[config.mk]
export PLATFORM = sky130hd
export DESIGN_NAME = chi_mul
export DESIGN_NICKNAME = d
export VERILOG_FILES = /design/src/chi_mul.sv
export SDC_FILE = /design/constraint.sdc
export NUM_CORES = 2
export LEC_CHECK = 0
export BUFFER_PORTS_ARGS = -buffer_cell sky130_fd_sc_hd__buf_2
export CORE_AREA = 2 2 313 315
export CTS_CLUSTER_SIZE = 12
export DETAILED_ROUTE_END_ITERATION = 8
export DIE_AREA = 0 0 315 317
export PLACE_DENSITY = 0.88
export SLEW_MARGIN = 20
export SYNTH_ARGS = -nofsm -noshare
export SYNTH_HDL_FRONTEND = slang
export SYNTH_SLANG_ARGS = --single-unit
export TNS_END_PERCENT = 50
[constraint.sdc]
create_clock -name i_clk -period 20.3 [get_ports i_clk]
set_clock_uncertainty 0.2 [all_clocks]
set_input_delay 3.045 -clock i_clk [delete_from_list [all_inputs] [get_ports i_clk]]
set_output_delay 3.045 -clock i_clk [all_outputs]
set_load 0.05 [all_outputs]
[src/chi_mul.sv]
// Two-stage unsigned multiplier: A is cut into 32-bit limbs, limb products are
// registered, then summed. Carries a sideband vector alongside. No dependencies.
module chi_mul #(
    parameter int WA = 64,
    parameter int WB = 28,
    parameter int WS = 1
) (
    input  logic               i_clk,
    input  logic               i_en,
    input  logic [WA-1:0]      i_a,
    input  logic [WB-1:0]      i_b,
    input  logic [WS-1:0]      i_side,
    output logic [WA+WB-1:0]   o_p,
    output logic [WS-1:0]      o_side
);
    localparam int NL = (WA + 31) / 32;
    localparam int WX = NL * 32 + WB;

    logic [NL*32-1:0] a_ext;
    logic [31+WB:0]   r_pp [0:NL-1];
    logic [WS-1:0]    r_side1;
    logic [WX-1:0]    n_p;
    logic [WA+WB-1:0] r_p;
    logic [WS-1:0]    r_side2;

    assign a_ext = (NL*32)'(i_a);

    always_ff @(posedge i_clk) begin
        if (i_en) begin
            for (int i = 0; i < NL; i++) begin
                r_pp[i] <= a_ext[32*i +: 32] * i_b;
            end
            r_side1 <= i_side;
        end
    end

    always_comb begin
        n_p = '0;
        for (int i = 0; i < NL; i++) begin
            n_p = n_p + (WX'(r_pp[i]) << (32 * i));
        end
    end

    always_ff @(posedge i_clk) begin
        if (i_en) begin
            r_p     <= n_p[WA+WB-1:0];
            r_side2 <= r_side1;
        end
    end

    assign o_p    = r_p;
    assign o_side = r_side2;
endmodule
==> results by group <==
Run status
  – Status: complete, no violations

Worst setup path
  – Worst setup EP type: register
  – R2R Path Start: r_pp[0][60]
  – Slowest CP cell: o21ai_0
  – Setup crit start kind: primary input
  – Critical path data required time: 20.44 ns
  – Total stage count of the critical path: 25
  – Reg2Reg Depth: 12
  – Crit path kind: in -> reg
  – Worst path most repeated cell: fa_1
  – Register-to-register setup slack: around 16 ns
  – Critical path fanouts, max: 43
  – Biggest cell delay along the critical path: approximately 0.81 ns
  – Critical Path Sink: r_pp[0][119]
  – Crit path from: i_b[19]
  – Arrival @ worst endpoint: approximately 11 ns
  – R2R Path End: o_p[84]
  – Worst path buffer plus inverter count: 7
  – Largest delay share family, worst path: adder cells

Clocking
  – CTS buffer count: 26
  – CTS-repair resized insts: 0
  – CTS sink cnt: approximately 210
  – H-tree lvl count: 1
  – CTS tree: built
  – CTS Root Cell: clkbuf_16
  – Hold buffers post-CTS: 0
  – Max Root-Sink Buffers: 3
  – Worst-skew pair later-pin latency: approximately 0.6 ns
  – Number of post-CTS setup repair buffers: 0
  – Clock slew at reported path FFs: 0.06 ns

Placement
  – Final GP Congestion: 0.9722
  – IO buf count: roughly 190
  – DPL Wire Length: 136,700 µm
  – Pre-CTS setup slack: 9.112 ns

STA
  – Max_slew headroom: between 20 and 25%
  – Final setup viols: 0
  – Post-route clock period utilization: a little over half
  – RSZ-0062 raised after global routing: false
  – Slew Limit Fails: 0
  – Max Fclk: 91.27 MHz
  – Min cycle time layout: around 11 ns
  – Hold Vio Cnt, Final: 0
  – Setup TNS: 0 ns
  – Final Worst Setup Slack: between 9 and 10 ns
  – Slew @ Worst Pin: roughly 1.2 ns

Detailed routing
  – Number of remaining DRC errors: 0
  – Total routed wirelength: around 190,000 µm
  – DR WL/cell: 22.45 µm
  – Antenna Violating Nets Remaining: 0
  – Total iterations of the first detailed-routing run: 6
  – Initial DRC Count: ~4.9k
  – DR vias: ~50k
  – Vias/cell: roughly 6

Finish
  – Layout cell share with drive strength beyond 1: 4.095%
  – Most common cell after layout, fill and taps aside: inv_1
  – Most frequent cells in the layout: 1,773 x inv_1, 1,557 x fa_1, 974 x nand2_1, 922 x and2_1, 456 x ha_1
  – Synth-to-Final Area Change: 2.845%
  – Nets: 9,148

Logic synthesis
  – Mean Syn Cell Area: 9.273 µm²
  – Synth Register Bits: ~210
  – Top FF cell, synth: edfxtp_1
  – Net Count, Synth: 9,351
  – Syn Inst Count: roughly 7.2k
  – Register area share after synthesis: roughly a tenth
  – Syn. warnings: 0
  – EDFF count, synth: around 210
  – FFs w/ async S/R, synth: 0%
  – Post-synth cell types: 84
  – Synthesized cell area: ~67,000 µm²

Floorplan
  – Row count: roughly 110
  – Top Ports: around 190
  – Die Y: 317 µm
  – CORE AREA: 96,280 µm²
  – Die Wd: approximately 320 µm
  – DIE AREA: 99,860 µm²
  – Starting Density: approximately 70%

GRT
  – Initial antenna violation count: 15
  – Largest net degree at the start of global routing: 75
  – GR Overflow Total: 0
  – Vias in the first global route: between 50k and 60k
  – First-pass GRT wire length: 299,200 µm
  – GRT Resource Usage Total: about two fifths

Job
  – # Max-Cap Violations: 0

Min path
  – Worst min path class: reg -> reg
## metrics by stage
step | hold WS (ns) | util, % | std cells | area (µm²)
finish | 0.2165 | 71.74 | 8341 | 69070
global route | 0.2251 | 71.73 | 8335 | 69060
CTS | 0.2161 | 71.72 | 8333 | 69050
detailed placement | 0.2045 | 70.86 | 8288 | 68230
global placement | 0.2014 | 70.86 | 8288 | 68230
floorplan | 0.2003 | - | 7243 | 67160
## area by class of cell
type,instances,area [µm²]
antenna,8,20.02
clock buffer,35,705.7
clock inverter,10,120.1
fill,6752,27210
inverter,1773,6655
multi-input combinational,4808,52360
sequential,214,6426
tap,1276,1597
timing repair buffer,217,1186
## state kept, by name, summed over array words and instances (netlist names)
register and count:
r_pp 120, o_side 1, r_side1 1, o_p 92
## worst min path at each step
stage                      startpoint       to  slack [ns]  cells past startpoint
after global placement    r_pp[0][10]  o_p[10]        0.20                      0
final                     r_pp[0][17]  o_p[17]        0.22                      0
after global routing      r_pp[0][23]  o_p[23]        0.23                      0
after detailed placement  r_pp[0][17]  o_p[17]        0.20                      0
after floorplan            r_pp[0][0]   o_p[0]        0.20                      0
after CTS                 r_pp[0][17]  o_p[17]        0.22                      0
## worst register-to-register path, stage by stage, from the launching register on
cell and delay [ns]:
edfxtp_1 0.34, ha_1 0.18, inv_1 0.07, fa_1 0.41, nor2b_1 0.13, o21ai_0 0.10, a21boi_0 0.39, o2111ai_1 0.34
nand2_1 0.27, a21oi_2 0.15, o31ai_4 0.84, nand4_1 0.24, xnor2_1 0.19
## per-layer routing
layer / wire, µm / share of wire [%] / GRT usage, %
met1: 61950 / 33 / 47.61
met5: 89 / 0.048 / 0
met3: 24800 / 13 / 11.41
met4: 13350 / 7.1 / 23.34
met2: 87050 / 46 / 63.14
## kinds of logic (layout without fill, tap and decap cells)
logic type	after synthesis	in the layout	share of synthesized area, %
buffers and inverters	2221	2035	12.47
AND/OR/NAND/NOR	2176	2176	16.38
adder cells (fa/ha/maj)	2013	2013	54.91
AO/OA/AOI/OAI	450	450	4.475
flip-flops	214	214	9.568
XOR/XNOR	169	169	2.204
other	0	8	0
## Yosys cell counts, types with 4 or more instances
library cell  number  area (µm²)
or3_1              6       37.54
and4_1             7       61.31
o21ai_1            6       30.03
nor4_1             5       31.28
a21oi_2            5       43.79
nand4_1           53       331.6
clkbuf_2           4       20.02
a211oi_1          13       97.59
nor2_1            70       262.8
nand3_1           38       190.2
buf_2             13       65.06
nor2b_1           13       81.33
a21boi_0           4       30.03
edfxtp_1         214        6426
xor2_1            57       499.2
a41oi_1            4       35.03
a21oi_1          139       695.7
clkbuf_1         425        1595
o21a_1            16       120.1
nand2_1          974        3656
o211ai_1          11       82.58
o21ai_0           67       335.3
o31ai_1            5       37.54
and2_1           922        5768
ha_1             456        5705
inv_1           1773        6655
a31oi_1           19       118.9
a21o_1            81       608.1
fa_1            1557       31170
nor3_1            27       135.1
and3_1            23       143.9
or2_2              6       37.54
a311oi_1           4       35.03
o21bai_1          18       135.1
xnor2_1          112       980.9
o2111ai_1          4       35.03
nand2b_1          11       68.82
Power is left out: the tool's default activity adds up to more than one toggle a clock period on the data nets, which glitch-free logic cannot reach.
